==> src/rtl/ral_pkg.sv <==
// Package for the repeated activation lockout block.
// Holds register indexes, phase codes, state structs and defaults.
// No dependencies.
package ral_pkg;

  localparam int DEF_CHANNELS         = 2;
  localparam int DEF_TICKS_PER_SECOND = 40;

  localparam int CNT_W  = 14;
  localparam int CFG_IW = 3;
  localparam int CFG_DW = 8;

  // register indexes
  localparam logic [CFG_IW-1:0] REG_EVAL_TIME    = 3'd0;
  localparam logic [CFG_IW-1:0] REG_RELEASE_TIME = 3'd1;
  localparam logic [CFG_IW-1:0] REG_PEAK_COUNT   = 3'd2;
  localparam logic [CFG_IW-1:0] REG_RELEASE_DROP = 3'd3;
  localparam logic [CFG_IW-1:0] REG_HOLD_TICKS   = 3'd4;
  localparam logic [CFG_IW-1:0] REG_HOLD_ENABLE  = 3'd5;

  // channel phases
  localparam logic [1:0] PH_INIT = 2'd1;
  localparam logic [1:0] PH_LOW  = 2'd2;
  localparam logic [1:0] PH_HIGH = 2'd3;

  // tick kinds
  localparam logic OP_AWAKE = 1'b0;
  localparam logic OP_SLEEP = 1'b1;

  typedef struct packed {
    logic [7:0] eval_time_s;
    logic [7:0] release_time_s;
    logic [7:0] peak_count;
    logic [7:0] release_drop;
    logic [7:0] hold_ticks;
    logic       hold_enable;
  } cfg_t;

  localparam cfg_t CFG_RESET = '{
    eval_time_s:    8'd10,
    release_time_s: 8'd10,
    peak_count:     8'd200,
    release_drop:   8'd10,
    hold_ticks:     8'd20,
    hold_enable:    1'b1
  };

  typedef struct packed {
    logic [1:0]       phase;
    logic [CNT_W-1:0] window_counter;
    logic [CNT_W-1:0] release_counter;
    logic [CNT_W-1:0] decay_counter;
    logic [7:0]       count_value;
    logic             lockout_flag;
    logic             configured_seen;
  } chan_t;

  localparam chan_t CHAN_RESET = '{
    phase:           PH_INIT,
    window_counter:  '0,
    release_counter: '0,
    decay_counter:   '0,
    count_value:     '0,
    lockout_flag:    1'b0,
    configured_seen: 1'b0
  };

  // one tick as seen by the update logic
  typedef struct packed {
    logic op;
    logic ch0;
    logic activation;
    logic configured;
    logic inductive_level;
  } tick_t;

endpackage

==> src/rtl/ral_step.sv <==
// Next-state logic for one channel on one tick, plus the channel 0 hold timer.
// Pure combinational; uses ral_pkg.
module ral_step #(
  parameter int TICKS_PER_SECOND = ral_pkg::DEF_TICKS_PER_SECOND
) (
  input  ral_pkg::cfg_t  cfg,
  input  ral_pkg::tick_t tick,
  input  ral_pkg::chan_t st_cur,
  input  logic [7:0]     hold_cur,
  input  logic           prev_cur,
  output ral_pkg::chan_t st_next,
  output logic [7:0]     hold_next,
  output logic           prev_next
);
  import ral_pkg::*;

  logic [CNT_W-1:0] eval_t;
  logic [CNT_W-1:0] release_t;
  logic             do_low;
  logic             do_high;
  logic             hold_on;
  logic [8:0]       n;
  chan_t            s;
  logic [7:0]       h;
  logic             p;

  assign eval_t    = CNT_W'(32'(cfg.eval_time_s) * TICKS_PER_SECOND);
  assign release_t = CNT_W'(32'(cfg.release_time_s) * TICKS_PER_SECOND);
  assign hold_on   = tick.ch0 && cfg.hold_enable;

  always_comb begin
    s       = st_cur;
    h       = hold_cur;
    p       = prev_cur;
    n       = '0;
    do_low  = 1'b0;
    do_high = 1'b0;

    if (tick.op == OP_AWAKE) begin
      if (!tick.configured && st_cur.configured_seen) begin
        s = CHAN_RESET;
      end
      s.configured_seen = tick.configured;
      if (tick.configured) begin
        case (st_cur.phase)
          PH_LOW:  do_low = 1'b1;
          PH_HIGH: do_high = 1'b1;
          default: s.phase = tick.activation ? PH_HIGH : PH_LOW;
        endcase
      end
    end else if (st_cur.configured_seen) begin
      if (st_cur.phase == PH_LOW) do_low = 1'b1;
      else do_high = 1'b1;
    end

    if (do_low) begin
      if (tick.activation) begin
        if (s.window_counter != '0) begin
          n = {1'b0, s.count_value} + 9'd1;
          s.window_counter = '0;
          s.decay_counter  = '0;
          if (n >= {1'b0, cfg.peak_count}) begin
            n = {1'b0, cfg.peak_count};
            s.lockout_flag    = 1'b1;
            s.release_counter = '0;
          end
          s.count_value = n[7:0];
        end
        s.phase = PH_HIGH;
        if (hold_on && s.lockout_flag) begin
          h = tick.inductive_level ? cfg.hold_ticks : 8'd0;
          p = tick.inductive_level;
        end
      end else begin
        if (s.window_counter != '0) s.window_counter = s.window_counter - CNT_W'(1);
        if (s.lockout_flag) begin
          if (s.release_counter != '0) begin
            s.release_counter = s.release_counter - CNT_W'(1);
            if (s.release_counter == '0) begin
              s.lockout_flag  = 1'b0;
              s.decay_counter = eval_t;
              s.count_value   = (s.count_value > cfg.release_drop) ?
                                s.count_value - cfg.release_drop : 8'd0;
            end
          end
        end else if (s.decay_counter != '0) begin
          s.decay_counter = s.decay_counter - CNT_W'(1);
          if (s.decay_counter == '0 && s.count_value != 8'd0) begin
            s.count_value = s.count_value - 8'd1;
            if (s.count_value != 8'd0) s.decay_counter = eval_t;
          end
        end
      end
    end

    if (do_high) begin
      if (tick.activation) begin
        if (hold_on) begin
          if (s.lockout_flag) begin
            if (tick.inductive_level) begin
              if (h != 8'd0) h = h - 8'd1;
              if (!p) h = cfg.hold_ticks;
            end else begin
              h = 8'd0;
            end
            p = tick.inductive_level;
          end else begin
            h = 8'd0;
          end
        end
      end else begin
        s.window_counter = eval_t;
        if (s.lockout_flag) s.release_counter = release_t;
        else s.decay_counter = eval_t;
        s.phase = PH_LOW;
        if (hold_on) h = 8'd0;
      end
    end

    st_next   = s;
    hold_next = h;
    prev_next = p;
  end

endmodule

==> src/rtl/repeated_activation_lockout.sv <==
// Repeated activation lockout: per-channel touch misuse lockout.
// Path: input register, then result register, which holds while m_axis_tready is low.
// Throughput: one tick per cycle while the output is not stalled; channel state is
// updated as a tick moves into the result register, so the next tick on the same
// channel sees it at once.
// Reset (rst, synchronous): registers to defaults, all channels initialized, hold timer 0.
// Uses ral_pkg and ral_step.
module repeated_activation_lockout #(
  parameter int CHANNELS         = ral_pkg::DEF_CHANNELS,
  parameter int TICKS_PER_SECOND = ral_pkg::DEF_TICKS_PER_SECOND
) (
  input  logic                       clk,
  input  logic                       rst,
  input  logic                       s_axis_tvalid,
  output logic                       s_axis_tready,
  input  logic [7:0]                 s_axis_tdata,  // activation, configured, inductive_level
  input  logic [1:0]                 s_axis_tuser,  // op, channel
  output logic                       m_axis_tvalid,
  input  logic                       m_axis_tready,
  output logic [23:0]                m_axis_tdata,  // lockout_active, activation_count, hold_count
  input  logic                       cfg_valid,
  output logic                       cfg_ready,
  input  logic [ral_pkg::CFG_IW-1:0] cfg_index,
  input  logic [ral_pkg::CFG_DW-1:0] cfg_data
);
  import ral_pkg::*;

  localparam int CH_W = (CHANNELS > 1) ? $clog2(CHANNELS) : 1;

  cfg_t        cfg;
  chan_t       chan_st [CHANNELS];
  logic [7:0]  hold_timer;
  logic        prev_inductive;

  logic        in_valid;
  logic        in_op;
  logic        in_ch;
  logic        in_act;
  logic        in_cfg;
  logic        in_ind;

  logic        advance;
  logic        in_range;
  logic [CH_W-1:0] idx;
  tick_t       tick;
  chan_t       st_cur;
  chan_t       st_next;
  logic [7:0]  hold_next;
  logic        prev_next;

  logic        lockout_active;
  logic [7:0]  activation_count;
  logic [7:0]  hold_count;

  assign cfg_ready = !rst;

  always_ff @(posedge clk) begin
    if (rst) begin
      cfg <= CFG_RESET;
    end else if (cfg_valid) begin
      case (cfg_index)
        REG_EVAL_TIME:    cfg.eval_time_s    <= cfg_data;
        REG_RELEASE_TIME: cfg.release_time_s <= cfg_data;
        REG_PEAK_COUNT:   cfg.peak_count     <= cfg_data;
        REG_RELEASE_DROP: cfg.release_drop   <= cfg_data;
        REG_HOLD_TICKS:   cfg.hold_ticks     <= cfg_data;
        REG_HOLD_ENABLE:  cfg.hold_enable    <= cfg_data[0];
        default: ;
      endcase
    end
  end

  assign advance       = in_valid && (!m_axis_tvalid || m_axis_tready);
  assign s_axis_tready = !rst && (!in_valid || !m_axis_tvalid || m_axis_tready);

  // input register
  always_ff @(posedge clk) begin
    if (rst) begin
      in_valid <= 1'b0;
    end else if (s_axis_tready) begin
      in_valid <= s_axis_tvalid;
    end
  end

  always_ff @(posedge clk) begin
    if (s_axis_tvalid && s_axis_tready) begin
      in_op  <= s_axis_tuser[0];
      in_ch  <= s_axis_tuser[1];
      in_act <= s_axis_tdata[0];
      in_cfg <= s_axis_tdata[1];
      in_ind <= s_axis_tdata[2];
    end
  end

  assign in_range = 32'(in_ch) < CHANNELS;
  assign idx      = CH_W'(in_ch);
  assign st_cur   = in_range ? chan_st[idx] : CHAN_RESET;

  assign tick.op              = in_op;
  assign tick.ch0             = !in_ch;
  assign tick.activation      = in_act;
  assign tick.configured      = in_cfg;
  assign tick.inductive_level = in_ind;

  ral_step #(
    .TICKS_PER_SECOND(TICKS_PER_SECOND)
  ) u_step (
    .cfg       (cfg),
    .tick      (tick),
    .st_cur    (st_cur),
    .hold_cur  (hold_timer),
    .prev_cur  (prev_inductive),
    .st_next   (st_next),
    .hold_next (hold_next),
    .prev_next (prev_next)
  );

  // channel state
  always_ff @(posedge clk) begin
    if (rst) begin
      for (int i = 0; i < CHANNELS; i++) begin
        chan_st[i] <= CHAN_RESET;
      end
      hold_timer     <= 8'd0;
      prev_inductive <= 1'b0;
    end else if (advance && in_range) begin
      chan_st[idx]   <= st_next;
      hold_timer     <= hold_next;
      prev_inductive <= prev_next;
    end
  end

  // result register
  always_ff @(posedge clk) begin
    if (rst) begin
      m_axis_tvalid <= 1'b0;
    end else if (advance) begin
      m_axis_tvalid <= 1'b1;
    end else if (m_axis_tready) begin
      m_axis_tvalid <= 1'b0;
    end
  end

  always_ff @(posedge clk) begin
    if (advance) begin
      lockout_active   <= in_range ? st_next.lockout_flag : 1'b0;
      activation_count <= in_range ? st_next.count_value : 8'd0;
      hold_count       <= in_range ? hold_next : hold_timer;
    end
  end

  assign m_axis_tdata = {7'd0, hold_count, activation_count, lockout_active};

endmodule

==> config.mk <==
export PLATFORM = sky130hd
export DESIGN_NAME = repeated_activation_lockout
export DESIGN_NICKNAME = d
export VERILOG_FILES = /design/src/rtl/ral_pkg.sv /design/src/rtl/ral_step.sv /design/src/rtl/repeated_activation_lockout.sv
export SDC_FILE = /design/constraint.sdc
export NUM_CORES = 1
export LEC_CHECK = 0
export BUFFER_PORTS_ARGS = -buffer_cell sky130_fd_sc_hd__buf_2
export CORE_MARGIN = 10
export CORE_UTILIZATION = 60
export CTS_CLUSTER_SIZE = 28
export DETAILED_ROUTE_END_ITERATION = 7
export PLACE_DENSITY_LB_ADDON = 0.08
export SYNTH_ARGS = -nofsm -noshare
export SYNTH_HDL_FRONTEND = slang
export SYNTH_SLANG_ARGS = --single-unit
==> constraint.sdc <==
create_clock -name clk -period 8.4 [get_ports clk]
set_input_delay 1.68 -clock clk [delete_from_list [all_inputs] [get_ports clk]]
set_output_delay 1.68 -clock clk [all_outputs]
set_load 0.005 [all_outputs]
---- After elaboration in Yosys (flattened, before gate mapping) ----
Memory sizes are Yosys's and may differ from the RTL's. A register that Yosys moved wholly into a read port is not among the register bits.
Cells that the tools add are included.
word-level totals
  register bits ........................... 74
  RAM bits ................................ 108
  output and inout bits ................... 27
  memories ................................ 1
operators by class
  $add $sub $neg .......................... 7
  multiply operators ...................... 2
  order comparisons ....................... 2
  equality and inequality tests ........... 7
  mux-type cells .......................... 67
  reduce and logical (&&, ||, !) cells .... 33
memory list
  memory   depth  width  rd ports  clocked after Yosys merged registers in  wr ports  line                               RTL
  chan_st  2      54     1         1                                        2         repeated_activation_lockout.sv:31  chan_t chan_st [CHANNELS];
operator list
  cell                                                                   count
  51-bit 2-to-1 mux                                                      4
  54-bit 2-to-1 mux                                                      3
  8-bit 2-to-1 mux                                                       14
  44-bit 2-to-1 mux                                                      2
  14-bit 2-to-1 mux                                                      6
  22-bit 2-to-1 mux                                                      3
  54-bit OR reduction                                                    1
  53-bit 2-to-1 mux                                                      1
  14-bit nonzero test                                                    3
  14-bit by 1-bit subtractor with 14-bit output (second input constant)  3
  37-bit 2-to-1 mux                                                      1
  1-bit 2-to-1 mux                                                       29
  14-bit zero test                                                       2
  8-bit nonzero test                                                     3
  23-bit 2-to-1 mux                                                      1
  8-bit by 3-bit multiplier with 11-bit output (second input constant)   2
  8-bit by 1-bit subtractor with 8-bit output (second input constant)    2
  2-bit AND reduction                                                    6
  8-bit by 1-bit adder with 9-bit output (second input constant)         1
  9-bit by 8-bit >= comparator with 1-bit output                         1
  8-bit > comparator                                                     1
  8-bit subtractor                                                       1
  1-bit logical AND                                                      7
  3-bit by 2-bit == test with 1-bit output (second input constant)       2
  other kinds (9)                                                        19

---- Logic depth before layout (Yosys ltp) ----
  depth in word-level cells ............... 24
  gate-level depth with buffers ........... 33
  gate-level depth less buffers ........... 24

---- Hierarchy ----
Synthesis repeated with hierarchy kept, for this count alone.
unflattened totals
  cell total of the unflattened synthesis .. 1426
  area total of the unflattened synthesis .. 13192.7 sq um
modules (own cells, without submodules)
  module                       times used  cells an instance  area each (sq um)  sequential area each (sq um)
  repeated_activation_lockout  1           543                7512.2             4964.8
  ral_step                     1           883                5680.4             0.0

---- Worst setup path after synthesis ----
Ideal clock, no wire load.
  kind .................................... reg-to-reg
  start ................................... register (tool-made name)
  end ..................................... register hold_count[1] (data pin)
  arrival ................................. 5.723 ns
  required time ........................... 8.138 ns
  path slack .............................. 2.415 ns
  cell stages (with the launch flop) ...... 29
  buffers on the path ..................... 6
  period minus slack after synthesis ...... 5.985 ns
  cell sequence ........................... dfxtp_1 buf_6 buf_6 buf_6 mux2_2 nand2_1 clkbuf_1 clkbuf_1 nand2_1 inv_1 ha_1 nand2_1 or3_1 nand2_1 ha_1 a21o_1 a221oi_1 o21ai_0 o21ai_1 a2bb2oi_2 clkbuf_1 o21ai_0 inv_1 ha_1 nand4b_1 mux2_2 and3_1 a22oi_1 nand2_1
RTL lines
  item                    line                                RTL
  end signal: assignment  repeated_activation_lockout.sv:148  hold_count <= in_range ? hold_next : hold_timer;
  end: declaration        repeated_activation_lockout.sv:53   logic [7:0] hold_count;

==> results.cfg <==
[run_status]
outcome = completed

[timing]
fmax_mhz = 161
skew_ns = 0.0152
fin_crit_sh = 0.741
slew_viol_final = 0
tightest_slew_ns = 1.07
worst_slack_ns = 2.17
setup_tns_ns = 0
setup_viol = 0
min_period_ns = 6.23
slew_headroom = 0.285
rsz0062_at_grt = no
finalHoldViolCount = 0

[detailed_routing]
ant_nets = 0
drc = 0
via_per_inst = 6.53
drt_first_pass_iters = 7
drtIter0Drc = 1192
vias = 11600
wl_um = 37100
wl_per_cell_um = 20.9

[clock_tree]
clock-sinks = 183
clkTransAtPathRegs_ns = 0.07
cts-root-buf = clkbuf_16
postCtsSetupBuffers = 0
holdBufCountCts = 0
clock_path_buffers = 2
ctsHtreeMaxLevel = 4
clk_latency_ns = 0.45
cts-buffers-inserted = 17
cts_tree = done
cts_resized = 0

[worst_setup_path]
worstPathArrival_ns = 6.42
start_kind = flop
worstPathMaxFanout = 47
crit_chain = mux2_2 -> nand2_1 -> buf_4 -> nand2_1 -> inv_1 -> nand3_1 -> nor3_1 -> mux2_2 -> ha_1 -> and3_1 -> a221oi_1 -> o21ai_0 -> o21ai_1 -> a2bb2oi_2 -> buf_4 -> o21ai_0 -> inv_1 -> ha_1 -> nand4b_1 -> mux2_2 -> and3_1 -> a22oi_1 -> nand2_1
cp_data_required_time_ns = 8.59
end_kind = flop
slowest_stage = dfxtp_4
crit_type = reg -> reg
slowest_delay_ns = 0.69

[pwr]
p_comb_frac = 0.185
p_leak_uw = 0.00533
ir_drop_mv = 0.148
powerDensity_nw_per_um2 = 164
sw_frac_of_total = 0.299
p_clk_frac = 0.358
p_sw_uw = 683
p_int_uw = 1600
power_frac_seq = 0.457

[synth]
synth.area.top_cells = edfxtp_1 30%, dfxtp_1 8.2%, nand2_1 5.3%
ys_seq_area_frac = 0.382
postSynth.asyncResetShare = 0
yosys_warnings = 0
syn_area_sq_um = 13000
yosys.area.top_type = edfxtp_1
synthTopCellsByCount = 184 x nand2_1, 178 x nor2_1, 130 x edfxtp_1
synth-seq-cells = 183
ys_types = 91
avgSynthCellArea_sq_um = 8.71
synth_edf_count = 130
synthCells = 1492
synth_top_area_frac = 0.300
synth-main-ff-cell = edfxtp_1
synth_most_common_cell = nand2_1

[finish]
final_core_util = 0.657
nets = 1568
final_cell_area_sq_um = 13900
fill_cells = 1799
area_growth_pct = 6.87
diodes = 0
layout.cells.non_filler = 1777
ff_latch_area_sq_um = 4970
drive_gt1_frac = 0.109
multi_input_area_sq_um = 7440

[global_routing]
antenna_found_initial = 0
grt_pass1_vias = 11000
grt_util_all_layers = 0.258
grt_first_pass_wirelength_um = 59100
overflow = 0
grt_max_degree = 73

[placed_design]
dp_slack_ns = 2.32
port_buffers = 40
placed_area_sq_um = 13300
gp_congestion = 0.963
dp_hpwl_um = 26000
dpl.cell_count = 1745

[floorplanning]
ios = 53
core_area_sq_um = 21200
floorplan.die_area_sq_um = 27900
die_y_um = 167
initial_core_util = 0.614
dieWidth_um = 167
rows = 53

[worst_hold_path]
holdCritStartpoint = cfg[13]
hold_path_class = reg -> reg

[flow_run]
cap_violations = 0
==> final timing paths <==
path                            slack, ns  cells after the start            end
worst max-delay path                 2.17                     23  hold_count[1]
worst min-delay path                 0.46                      2        cfg[13]
worst max register to register       2.17                     23  hold_count[1]
worst min register to register       0.46                      2        cfg[13]
==> state kept, by name, summed over array words and instances, names as in the netlist, named ones only <==
name	flops
chan_st	108
in_op	1
in_act	1
in_valid	1
m_axis_tvalid	1
hold_timer	8
in_ind	1
idx	1
prev_inductive	1
lockout_active	1
cfg	41
activation_count	8
hold_count	8
in_cfg	1
==> routing by layer <==
| layer | wire length (um) | vias to the layer above | global-route usage |
|---|---|---|---|
| met3 | 3160 | 70 | 0.0513 |
| met5 | 0 | - | 0 |
| met1 | 15700 | 5514 | 0.341 |
| li1 | - | 5484 | - |
| met2 | 17300 | 543 | 0.411 |
| met4 | 979 | 0 | 0.0927 |
==> power by group through the flow <==
stage / clock network [uW] / registers [uW] / logic [uW]
final: 818 / 1040 / 422
after CTS: 823 / 1040 / 414
after global routing: 857 / 1050 / 464
after floorplan: 0 / 1050 / 320
after global placement: 0 / 1060 / 404
after detailed placement: 0 / 1060 / 411
==> cell families (layout without fill, tap and decap cells) <==
| group | after synthesis | count (layout) | synth area share |
|---|---|---|---|
| other cells | 1 | 7 | 0.000289 |
| buf+inv | 141 | 145 | 0.0485 |
| flops | 183 | 183 | 0.382 |
| fa+ha+maj | 54 | 54 | 0.0530 |
| xor+xnor | 34 | 34 | 0.0229 |
| simple gates | 612 | 612 | 0.227 |
| compound gates | 371 | 371 | 0.189 |
| mux | 96 | 96 | 0.0769 |
==> layout make-up <==
| type | count | area share |
|---|---|---|
| tap | 275 | 0.0248 |
| sequential | 183 | 0.358 |
| multi-input combinational | 1174 | 0.536 |
| clock buffer | 19 | 0.0327 |
| timing repair buffer | 61 | 0.0258 |
| inverter | 52 | 0.0141 |
| clock inverter | 13 | 0.00928 |
==> worst max-delay path: cells and delay by family (launching register included) <==
kind	cells	cell delay, ns
flip-flops	1	0.69
adder cells (fa/ha/maj)	2	0.51
multiplexers	3	1.22
buffers and inverters	4	1.02
AND/OR/NAND/NOR	8	1.14
AO/OA/AOI/OAI	6	1.33
==> cells in the final DEF, fill, tap and decap left out, drive strengths merged, types with 15 or more instances in the layout <==
cell type,netlist,routed
inv,50,60
o22ai,29,29
clkbuf,60,19
mux2i,65,65
buf,29,61
dfxtp,53,53
nor2,178,178
xnor2,26,26
edfxtp,130,130
mux2,31,31
nor4,16,16
nand2,185,185
and2,27,27
nand3,33,33
nand2b,17,17
o21ai,72,72
a31oi,17,17
o211ai,15,15
nor3b,15,15
nor3,55,55
a21oi,97,97
ha,51,51
o21a,15,15
==> stage by stage <==
step | hold slack (ns) | total power [uW]
after detailed placement | 0.451 | 1480
after global placement | 0.442 | 1460
after global routing | 0.487 | 2370
final | 0.463 | 2280
after floorplan | 0.436 | 1370
after CTS | 0.461 | 2280
(Power assumes the default switching activity.)
